`src/rtl/core/mmf_pkg.sv`:
```
// Shared types and constants for the multimodal mode finder.
// Used by mmf_cmp_unit and multimodal_mode_finder; depends on nothing.

package mmf_pkg;

   localparam int SAMPLE_W      = 32;
   localparam int OCC_W         = 7;
   localparam int OCC_MAX       = 127;
   localparam int MAX_ITEMS_DEF = 64;
   localparam int MAX_RESULTS   = 64;
   localparam int EMIT_W        = $clog2(MAX_RESULTS + 1);

   typedef logic signed [SAMPLE_W-1:0] sample_type;

   typedef struct packed {
      logic eq;
      logic lt;
   } cmp_res_type;

endpackage

```
`src/rtl/core/mmf_cmp_unit.sv`:
```
// Shared signed compare unit of the mode finder sequencer.
// Depends on mmf_pkg.

module mmf_cmp_unit (
   input  mmf_pkg::sample_type  a,
   input  mmf_pkg::sample_type  b,
   output mmf_pkg::cmp_res_type res
);

   assign res.eq = (a == b);
   assign res.lt = (a < b);

endmodule

```
`src/rtl/core/multimodal_mode_finder.sv`:
```
// Top level of the multimodal mode finder: sample store, count store and sequencer.
// Depends on mmf_pkg and mmf_cmp_unit.
//
//  channel  dir  handshake              payload
//  req      in   req_valid/req_ready    req_sample, req_final_item
//  rsp      out  rsp_valid/rsp_ready    rsp_mode_value, rsp_occurrences,
//                                       rsp_last_mode, rsp_overflowed
//
// Samples load one request per cycle while the block is in its load state.
// After the closing request, the count pass compares each of the n stored samples
// with every stored sample, one compare at a time through the single store read
// port; each selection scan then reads all n samples, one scan per mode plus one.
// Each result holds until taken; req_ready stays low from the closing request
// until the last result of the set is taken. Reset is synchronous and empties the set.

module multimodal_mode_finder #(
   parameter int MAX_ITEMS = mmf_pkg::MAX_ITEMS_DEF
) (
   input  logic                          clock,
   input  logic                          reset,
   input  logic                          req_valid,
   output logic                          req_ready,
   input  logic signed [mmf_pkg::SAMPLE_W-1:0] req_sample,
   input  logic                          req_final_item,
   output logic                          rsp_valid,
   input  logic                          rsp_ready,
   output logic signed [mmf_pkg::SAMPLE_W-1:0] rsp_mode_value,
   output logic [mmf_pkg::OCC_W-1:0]     rsp_occurrences,
   output logic                          rsp_last_mode,
   output logic                          rsp_overflowed
);

   localparam int AW = $clog2(MAX_ITEMS);
   localparam int CW = $clog2(MAX_ITEMS + 1);
   localparam int XW = (CW > mmf_pkg::OCC_W) ? CW : mmf_pkg::OCC_W;
   localparam int EW = mmf_pkg::EMIT_W;

   typedef enum logic [3:0] {
      S_LOAD,
      S_KEY_RD,
      S_KEY,
      S_CNT_RD,
      S_CNT_CMP,
      S_CNT_WR,
      S_SEL_START,
      S_SEL_RD,
      S_SEL_A,
      S_SEL_B,
      S_SEL_END,
      S_OUT
   } state_type;

   state_type state_ff, state_in;

   logic [CW-1:0]       fill_ff, fill_in;
   logic                ovf_ff, ovf_in;
   logic [CW-1:0]       outer_ff, outer_in;
   logic [CW-1:0]       idx_ff, idx_in;
   logic [CW-1:0]       cnt_ff, cnt_in;
   logic [CW-1:0]       best_ff, best_in;
   logic                cand_ff, cand_in;
   logic                have_min_ff, have_min_in;
   logic                have_pend_ff, have_pend_in;
   logic [EW-1:0]       emitted_ff, emitted_in;
   mmf_pkg::sample_type key_ff, key_in;
   mmf_pkg::sample_type min_ff, min_in;
   mmf_pkg::sample_type pend_ff, pend_in;
   mmf_pkg::sample_type rsp_value_ff, rsp_value_in;
   logic [mmf_pkg::OCC_W-1:0] rsp_occ_ff, rsp_occ_in;
   logic                rsp_last_ff, rsp_last_in;
   logic                rsp_ovf_ff, rsp_ovf_in;

   mmf_pkg::sample_type store_mem [MAX_ITEMS];
   logic [CW-1:0]       cnt_mem [MAX_ITEMS];
   mmf_pkg::sample_type rdata_ff;
   logic [CW-1:0]       cdata_ff;
   logic                st_we, cnt_we;
   logic [AW-1:0]       rd_addr;

   mmf_pkg::sample_type  cmp_a, cmp_b;
   mmf_pkg::cmp_res_type cmp_res;
   logic [XW-1:0]        best_x;
   logic [mmf_pkg::OCC_W-1:0] occ_sat;

   mmf_cmp_unit u_cmp (
      .a   (cmp_a),
      .b   (cmp_b),
      .res (cmp_res)
   );

   assign req_ready       = (state_ff == S_LOAD);
   assign rsp_valid       = (state_ff == S_OUT);
   assign rsp_mode_value  = rsp_value_ff;
   assign rsp_occurrences = rsp_occ_ff;
   assign rsp_last_mode   = rsp_last_ff;
   assign rsp_overflowed  = rsp_ovf_ff;

   assign best_x  = XW'(best_ff);
   assign occ_sat = (best_x > XW'(mmf_pkg::OCC_MAX)) ? mmf_pkg::OCC_W'(mmf_pkg::OCC_MAX)
                                                     : best_x[mmf_pkg::OCC_W-1:0];

   always_ff @(posedge clock) begin
      if (st_we) begin
         store_mem[fill_ff[AW-1:0]] <= req_sample;
      end
      if (cnt_we) begin
         cnt_mem[outer_ff[AW-1:0]] <= cnt_ff;
      end
      rdata_ff <= store_mem[rd_addr];
      cdata_ff <= cnt_mem[rd_addr];
   end

   always_comb begin
      state_in     = state_ff;
      fill_in      = fill_ff;
      ovf_in       = ovf_ff;
      outer_in     = outer_ff;
      idx_in       = idx_ff;
      cnt_in       = cnt_ff;
      best_in      = best_ff;
      cand_in      = cand_ff;
      have_min_in  = have_min_ff;
      have_pend_in = have_pend_ff;
      emitted_in   = emitted_ff;
      key_in       = key_ff;
      min_in       = min_ff;
      pend_in      = pend_ff;
      rsp_value_in = rsp_value_ff;
      rsp_occ_in   = rsp_occ_ff;
      rsp_last_in  = rsp_last_ff;
      rsp_ovf_in   = rsp_ovf_ff;
      st_we        = 1'b0;
      cnt_we       = 1'b0;
      rd_addr      = idx_ff[AW-1:0];
      cmp_a        = key_ff;
      cmp_b        = rdata_ff;

      case (state_ff)
         S_LOAD: begin
            if (req_valid) begin
               if (fill_ff < CW'(MAX_ITEMS)) begin
                  st_we   = 1'b1;
                  fill_in = fill_ff + CW'(1);
               end else begin
                  ovf_in = 1'b1;
               end
               if (req_final_item) begin
                  outer_in     = '0;
                  best_in      = '0;
                  have_pend_in = 1'b0;
                  emitted_in   = '0;
                  state_in     = S_KEY_RD;
               end
            end
         end
         S_KEY_RD: begin
            rd_addr  = outer_ff[AW-1:0];
            state_in = S_KEY;
         end
         S_KEY: begin
            key_in   = rdata_ff;
            idx_in   = '0;
            cnt_in   = '0;
            state_in = S_CNT_RD;
         end
         S_CNT_RD: begin
            state_in = S_CNT_CMP;
         end
         S_CNT_CMP: begin
            if (cmp_res.eq) begin
               cnt_in = cnt_ff + CW'(1);
            end
            if (idx_ff + CW'(1) == fill_ff) begin
               state_in = S_CNT_WR;
            end else begin
               idx_in   = idx_ff + CW'(1);
               state_in = S_CNT_RD;
            end
         end
         S_CNT_WR: begin
            cnt_we = 1'b1;
            if (cnt_ff > best_ff) begin
               best_in = cnt_ff;
            end
            if (outer_ff + CW'(1) == fill_ff) begin
               state_in = S_SEL_START;
            end else begin
               outer_in = outer_ff + CW'(1);
               state_in = S_KEY_RD;
            end
         end
         S_SEL_START: begin
            idx_in      = '0;
            have_min_in = 1'b0;
            state_in    = S_SEL_RD;
         end
         S_SEL_RD: begin
            state_in = S_SEL_A;
         end
         S_SEL_A: begin
            cmp_a    = pend_ff;
            cmp_b    = rdata_ff;
            cand_in  = (cdata_ff == best_ff) && (!have_pend_ff || cmp_res.lt);
            state_in = S_SEL_B;
         end
         S_SEL_B: begin
            cmp_a = rdata_ff;
            cmp_b = min_ff;
            if (cand_ff && (!have_min_ff || cmp_res.lt)) begin
               min_in      = rdata_ff;
               have_min_in = 1'b1;
            end
            if (idx_ff + CW'(1) == fill_ff) begin
               state_in = S_SEL_END;
            end else begin
               idx_in   = idx_ff + CW'(1);
               state_in = S_SEL_RD;
            end
         end
         S_SEL_END: begin
            if (have_min_ff && !have_pend_ff) begin
               pend_in      = min_ff;
               have_pend_in = 1'b1;
               state_in     = S_SEL_START;
            end else begin
               rsp_value_in = pend_ff;
               rsp_occ_in   = occ_sat;
               rsp_last_in  = !have_min_ff || (emitted_ff == EW'(mmf_pkg::MAX_RESULTS - 1));
               rsp_ovf_in   = ovf_ff;
               state_in     = S_OUT;
            end
         end
         S_OUT: begin
            if (rsp_ready) begin
               emitted_in = emitted_ff + EW'(1);
               if (rsp_last_ff) begin
                  fill_in  = '0;
                  ovf_in   = 1'b0;
                  state_in = S_LOAD;
               end else begin
                  pend_in  = min_ff;
                  state_in = S_SEL_START;
               end
            end
         end
         default: begin
            state_in = S_LOAD;
         end
      endcase
   end

   always_ff @(posedge clock) begin
      if (reset) begin
         state_ff     <= S_LOAD;
         fill_ff      <= '0;
         ovf_ff       <= 1'b0;
         have_min_ff  <= 1'b0;
         have_pend_ff <= 1'b0;
         emitted_ff   <= '0;
      end else begin
         state_ff     <= state_in;
         fill_ff      <= fill_in;
         ovf_ff       <= ovf_in;
         have_min_ff  <= have_min_in;
         have_pend_ff <= have_pend_in;
         emitted_ff   <= emitted_in;
      end
      outer_ff     <= outer_in;
      idx_ff       <= idx_in;
      cnt_ff       <= cnt_in;
      best_ff      <= best_in;
      cand_ff      <= cand_in;
      key_ff       <= key_in;
      min_ff       <= min_in;
      pend_ff      <= pend_in;
      rsp_value_ff <= rsp_value_in;
      rsp_occ_ff   <= rsp_occ_in;
      rsp_last_ff  <= rsp_last_in;
      rsp_ovf_ff   <= rsp_ovf_in;
   end

endmodule

```
`config.mk`:
```
export PLATFORM = sky130hd
export DESIGN_NAME = multimodal_mode_finder
export DESIGN_NICKNAME = d
export VERILOG_FILES = /design/src/rtl/core/mmf_pkg.sv /design/src/rtl/core/mmf_cmp_unit.sv /design/src/rtl/core/multimodal_mode_finder.sv
export SDC_FILE = /design/constraint.sdc
export NUM_CORES = 2
export LEC_CHECK = 0
export BUFFER_PORTS_ARGS = -buffer_cell sky130_fd_sc_hd__buf_4
export CORE_ASPECT_RATIO = 1.2
export CORE_MARGIN = 5
export CORE_UTILIZATION = 55
export CTS_CLUSTER_DIAMETER = 200
export DETAILED_ROUTE_END_ITERATION = 8
export GPL_ROUTABILITY_DRIVEN = 0
export PLACE_DENSITY = 0.67
export RECOVER_POWER = 100
export SKIP_LAST_GASP = 1
export SLEW_MARGIN = 20
export SYNTH_ARGS = -nofsm -noshare
export SYNTH_HDL_FRONTEND = slang
export SYNTH_SLANG_ARGS = --single-unit
```
`constraint.sdc`:
```
create_clock -name clock -period 7.9 [get_ports clock]
set_input_delay 1.58 -clock clock [delete_from_list [all_inputs] [get_ports clock]]
set_output_delay 1.58 -clock clock [all_outputs]
set_load 0.02 [all_outputs]
```
# Word-level counts from Yosys, hierarchy flattened
# Memories as Yosys holds them, arrays and structs flattened. A register that Yosys moved wholly into a read port is not among the register bits.
# Index checks and enable logic that the tools add are counted.
# classes
addsub	5
multipliers	0
div	0
n_lt_le_gt_ge	4
eq_ne	29
shifts	0
mux	52
bitwise	1
reduce_logical	31
# ops
operator	n
$mux W32	4
$pmux W32 S2	2
$pmux W7 S2	6
$mux W7	11
$pmux W4 S12	1
$add A7 B1 Y7 const B	5
$eq A32 B32 Y1	1
$lt A32 B32 Y1	1
$eq A7 B7 Y1	3
$mux W4	5
$reduce_and A4 Y1	5
$ne A2 B2 Y1 const B	9
$eq A4 B3 Y1 const B	4
$eq A4 B4 Y1 const B	4
$mux W1	16
$reduce_bool A2 Y1	7
$reduce_and A2 Y1	5
$reduce_and A5 Y1	2
$mux W3	3
$eq A4 B2 Y1 const B	2
$ne A2 B1 Y1 const B	4
$eq A7 B6 Y1 const B	1
$gt A7 B7 Y1	1
$gt A7 B7 Y1 const B	1
11 further kinds	19
# totals
ff_bits	187
latchBits	0
mem_bits_rw	2496
romBits	0
inputBits	37
wordCells	142
n_memories	2
# memory_table
name	depth	word_bits	rd	rd_ports_with_merged_regs	wr	line	source
store_mem	64	32	1	1	1	multimodal_mode_finder.sv:73	mmf_pkg::sample_type store_mem [MAX_ITEMS];
cnt_mem	64	7	1	1	1	multimodal_mode_finder.sv:74	logic [CW-1:0] cnt_mem [MAX_ITEMS];

# Depth between registers and ports, before layout
# logic_depth
word_depth	7
mapped_depth	16
ltp_nobuf	12

# Cells and area by module
# From an unflattened synthesis, not the netlist that was laid out.
# hier_totals
hier_cells	7458
hier_area_um2	105980.4
# by_module_without_submodules
module	instances	cells_each	area_per_inst_um2	seq_area_each_um2
multimodal_mode_finder	1	7345	105159.6	81137.8
mmf_cmp_unit	1	113	820.8	0.0

# Worst setup path before layout
# No wires, ideal clock.
# synth_timing
kind	flip-flop to flip-flop
from	register state_ff[2]
to	register min_ff[0] (enable)
setup_time_ns	0.470
t_arrival_ns	5.966
t_required_ns	7.430
slack_ns	1.464
path_stages_with_launch	17
path_buffers	4
path_cell_list	dfxtp_1 clkbuf_1 nand2b_1 clkbuf_1 nor2_1 and2_1 clkbuf_1 clkbuf_1 mux2i_1 ha_1 a21o_1 a21o_1 a21oi_1 o22ai_1 a2111oi_0 o211ai_1 a211oi_1
# synth_via
elab_chain_len	6
# synth_lines
element	line	source
start, declared	multimodal_mode_finder.sv:53	state_type state_ff, state_in;
start signal, assigned	multimodal_mode_finder.sv:261	state_ff <= state_in;
$eq A4 B4 Y1	multimodal_mode_finder.sv:138	case (state_ff)
$pmux W32 S2 / $mux W32 (equally long branches)	multimodal_mode_finder.sv:138	
$lt A32 B32 Y1	mmf_cmp_unit.sv:11	assign res.lt = (a < b);
$logic_or A1 B1 Y1	multimodal_mode_finder.sv:209	if (cand_ff && (!have_min_ff || cmp_res.lt)) begin
$logic_and A1 B1 Y1	multimodal_mode_finder.sv:209	
$reduce_and A2 Y1 (no source line) (*)	-	
end signal, assigned	multimodal_mode_finder.sv:274	min_ff <= min_in;
end, declared	multimodal_mode_finder.sv:66	mmf_pkg::sample_type min_ff, min_in;
# Every way passes the cells marked *; elsewhere a longest branch is shown, timed or not.
# A chain may end at the register's enable or synchronous reset.

# Final worst setup path
# layout_timing
from	register state_ff[0]
to	memory store_mem[45][22] (netlist name) (enable)
# layout_via
elab_chain_len	4
# layout_lines
element	line	source
$logic_not A4 Y1	multimodal_mode_finder.sv:138	
$mux W1	multimodal_mode_finder.sv:138	
$mux W1	multimodal_mode_finder.sv:103	if (st_we) begin
$mux W1 (not written as such)	multimodal_mode_finder.sv:104	store_mem[fill_ff[AW-1:0]] <= req_sample;
end, declared	multimodal_mode_finder.sv:73	
# Every way passes these cells.

==> results.txt <==
The run finished, with violations left. The checks that failed: max-capacitance violations, max-slew violations. The kind of critical path was register to register. Synthesis produced 7,335 cells. The max-cap check violation count came out at 120. The end of the worst register-to-register path was store_mem[45][22]$_DFFE_PP_. The post-synthesis net count came out at 7,416. Tracing the worst setup path back leads to its startpoint at state_ff[0]$_SDFFE_PP0P_.

Power spread over the standard cell area amounts to 261 nW/um^2. Averaged over all synthesized cells, the footprint is 14.5 sq um. The fill cell total of the finished layout was 14.2k; the maximum resistive drop on vdd was 0.232 mV. The final count of hold timing violations was 0.

Number of cells on the worst reg-to-reg path: 7. The minimum setup slack among reg-to-reg paths was 1.13 ns; the share of the synthesized area in the top cell type was 75.0%. At the pin with the least slew margin, the transition time is 4.62 ns. The die is 492 um tall. Final-stage net count: 7,498.

The tools report the type of origin of the critical path as a register. After synthesis, flip-flops and latches occupy 76.2% of the total area. After legalization and detailed placement, the total HPWL measured 186,000 um. STA classifies the critical path endpoint as a register. The run gives 4,307 as the number of slew-limit violations in the final report. In this run the critical register-to-register path is launched from state_ff[0]$_SDFFE_PP0P_. Summed over all layers, the global routing overflow is 0. Once detail routing completed, the nets flagged for antenna violations numbered 0.

For the number of gates resized after cts, the log shows 0. Setup repair after global routing left no endpoint under its margin. Clock-pin slew was measured on the worst setup and hold paths at 0.07 ns. Detailed-routing iteration count for the pre-antenna-repair pass: 8. Number of port buffers: 79.

The number of rows in the core area is 177. Measured against its own limit, the worst slew margin works out to -208%. The synthesized netlist contains 71 unique library cells.

The number of post-CTS setup repair buffers is 0, and the mean routed wirelength per cell is 32.8 um. After the first detailed-routing iteration, the DRC count stood at 9,859. Counting tap cells, the placed design contains a total of 9,734 instances. Using the TritonRoute via totals, the vias-per-cell ratio works out to 6.54. The worst path needs 6.77 ns of the cycle, external delays included.

Setup violations remaining at the end of the flow were counted as 0. Data on the critical path arrives at its endpoint at 7.17 ns. At the later pin of the worst-skew pair, clock insertion delay measures 0.96 ns. In this run the number of H-tree levels came out at 5. Counting flops with a built-in enable in the synthesized netlist gives 2,662.

By area the synthesized netlist is led by edfxtp_1, nand2_1, nand3_1. Yosys printed 0 warnings. In this run the count of I/O pins placed on the die edge is 80.

For the first-pass GRT wire length, the log shows 468,000 um. Summed over all failing endpoints, the final setup total negative slack is 0 ns. Synthesis inferred 2,722 register bits.

Cell type with the largest total area after synthesis: edfxtp_1. The count of unresolved DRC violations after routing came out at 0. In this run, CTS created clock tree buffers numbering 275. The initial antenna violation count was 16; the largest net degree at the start of global routing was 157.

The biggest fanout along the worst timing path is 49, and the TritonCTS sink count is 2,722. Path class of the lowest-slack min-delay path: register to register. The tools report the area of the die as 203,000 sq um. Critical path endpoint: store_mem[45][22]$_DFFE_PP_. The clock passes through at most 4 buffers.

The total track usage came out at 32.5%. After layout, the worst path uses 85.7% of the clock period. For the effective utilization at floorplan, the log shows 55.1%. Measured along the x axis, the die boundary spans 412 um.

The routed design has 334,000 um of wire. The run gives 8.30 ns as the required time of the critical path. The root buffer cell chosen for the clock tree is clkbuf_16. TritonCTS built the clock tree.

The leakage power is 38.7 nW, and the count of hold buffers inserted by post-cts repair is 0. The total via count after detailed routing was 66.8k. Number of global-route vias before repair: 63.6k. The achievable frequency was 148 MHz; the final setup skew was 0.0528 ns. Across all hold checks on the routed design, the worst slack comes to 0.444 ns.

From synthesis to final layout, the design area changed by 10.8%. The most used flip-flop cell after synthesis is edfxtp_1. The synthesized netlist occupies a cell area of 107,000 sq um. Once layout is complete, the cells apart from fillers number 10.2k. The fraction of layout instances using a drive strength above 1 came out at 8.43%. The placeable core region was 193,000 sq um; the async set-reset flop share out of synthesis was 0%.
==> how the worst min path moves through the flow <==
stage	start	end	slack (ns)	depth (start not counted)
CTS	pend_ff[23]$_DFFE_PP_	rsp_mode_value[23]$_DFFE_PP_	0.44	0
detailed placement	min_ff[4]$_DFFE_PP_	pend_ff[4]$_DFFE_PP_	0.43	0
global route	pend_ff[23]$_DFFE_PP_	rsp_mode_value[23]$_DFFE_PP_	0.45	0
finish	min_ff[12]$_DFFE_PP_	pend_ff[12]$_DFFE_PP_	0.44	0
global placement	min_ff[11]$_DFFE_PP_	pend_ff[11]$_DFFE_PP_	0.43	0
floorplan	ovf_ff$_SDFFE_PP0P_	rsp_overflowed$_DFFE_PP_	0.41	0
==> Yosys cell counts (44+ instances only) <==
| master | n |
|---|---|
| dfxtp_1 | 60 |
| nand3_1 | 785 |
| nand2_1 | 1772 |
| edfxtp_1 | 2662 |
| mux2i_1 | 265 |
| buf_2 | 128 |
| mux4_2 | 99 |
| o22ai_1 | 57 |
| o21ai_0 | 60 |
| a21oi_1 | 143 |
| clkbuf_1 | 235 |
| ha_1 | 44 |
| nor2_1 | 238 |
| a31oi_1 | 136 |
| nand4_1 | 192 |
| buf_1 | 57 |
==> flip-flops by register name, summed over array words and instances (netlist names), 32 cells and up <==
name            count
pend_ff            32
min_ff             32
key_ff             32
cnt_mem           448
rdata_ff           32
rsp_mode_value     32
store_mem        2048
==> worst max-delay path, cell delays in order (launching register included) <==
cell and delay (ns):
dfxtp_1 0.31, buf_4 0.32, nor4_1 0.80, nand2_1 0.36, nor3b_1 0.49, nand2_1 0.45
nor2_4 0.20, clkbuf_1 3.25
==> placed cells by master, fill, tap and decap left out, types with 92 or more instances in the layout <==
cell type     n
buf_4        92
nand3_1     785
clkbuf_1    182
nor2_1      213
edfxtp_1   2662
mux4_2       99
mux2i_1     264
a31oi_1     136
clkbuf_16   278
nand4_1     192
nand2_1    1765
a21oi_1     143
==> report_power, final <==
part           leakage, nW  internal (W)  switching (W)
Combinational         10.2      0.000608        0.00158
Sequential            24.4        0.0160       0.000237
Clock                 4.05       0.00704        0.00533
Total                 38.7        0.0236        0.00715
==> cell families (layout without fill, tap and decap cells) <==
group	Yosys count	count (layout)	synth area share (%)
AND/OR/NAND/NOR	3116	3116	12.7
flip-flops	2722	2722	76.2
adder cells (fa/ha/maj)	44	44	0.517
XOR/XNOR	48	48	0.433
other	0	8	0
AO/OA/AOI/OAI	565	565	3.46
multiplexers	385	385	4.84
buffers and inverters	455	723	1.86
==> metrics by stage <==
step	util (%)	power, W	cell area (sq um)	setup slack, ns
CTS	61.5	0.0308	119000	2.70
global placement	57.2	0.0186	111000	2.61
global route	61.1	0.0315	118000	1.19
finish	61.1	0.0308	118000	1.13
detailed placement	57.2	0.0186	111000	2.74
floorplan	-	0.0176	107000	1.46
==> final cells by class <==
class | count | area (sq um) | share of cell area [%]
antenna | 8 | 20.0 | 0.0170
clock buffer | 337 | 7240 | 6.13
clock inverter | 126 | 1040 | 0.883
inverter | 11 | 41.3 | 0.0350
multi-input combinational | 4158 | 23700 | 20.1
sequential | 2722 | 81100 | 68.7
tap | 2595 | 3250 | 2.75
timing repair buffer | 249 | 1660 | 1.41
==> metal layers <==
| layer | vias up | track usage, % | wire (um) |
|---|---|---|---|
| met4 | 8 | 18.4 | 23200 |
| met1 | 33300 | 41.7 | 114000 |
| met3 | 1015 | 8.09 | 40800 |
| li1 | 27700 | - | - |
| met5 | - | 0 | 47 |
| met2 | 4684 | 51.1 | 156000 |
Note: power is estimated with default switching activity, not from simulation.
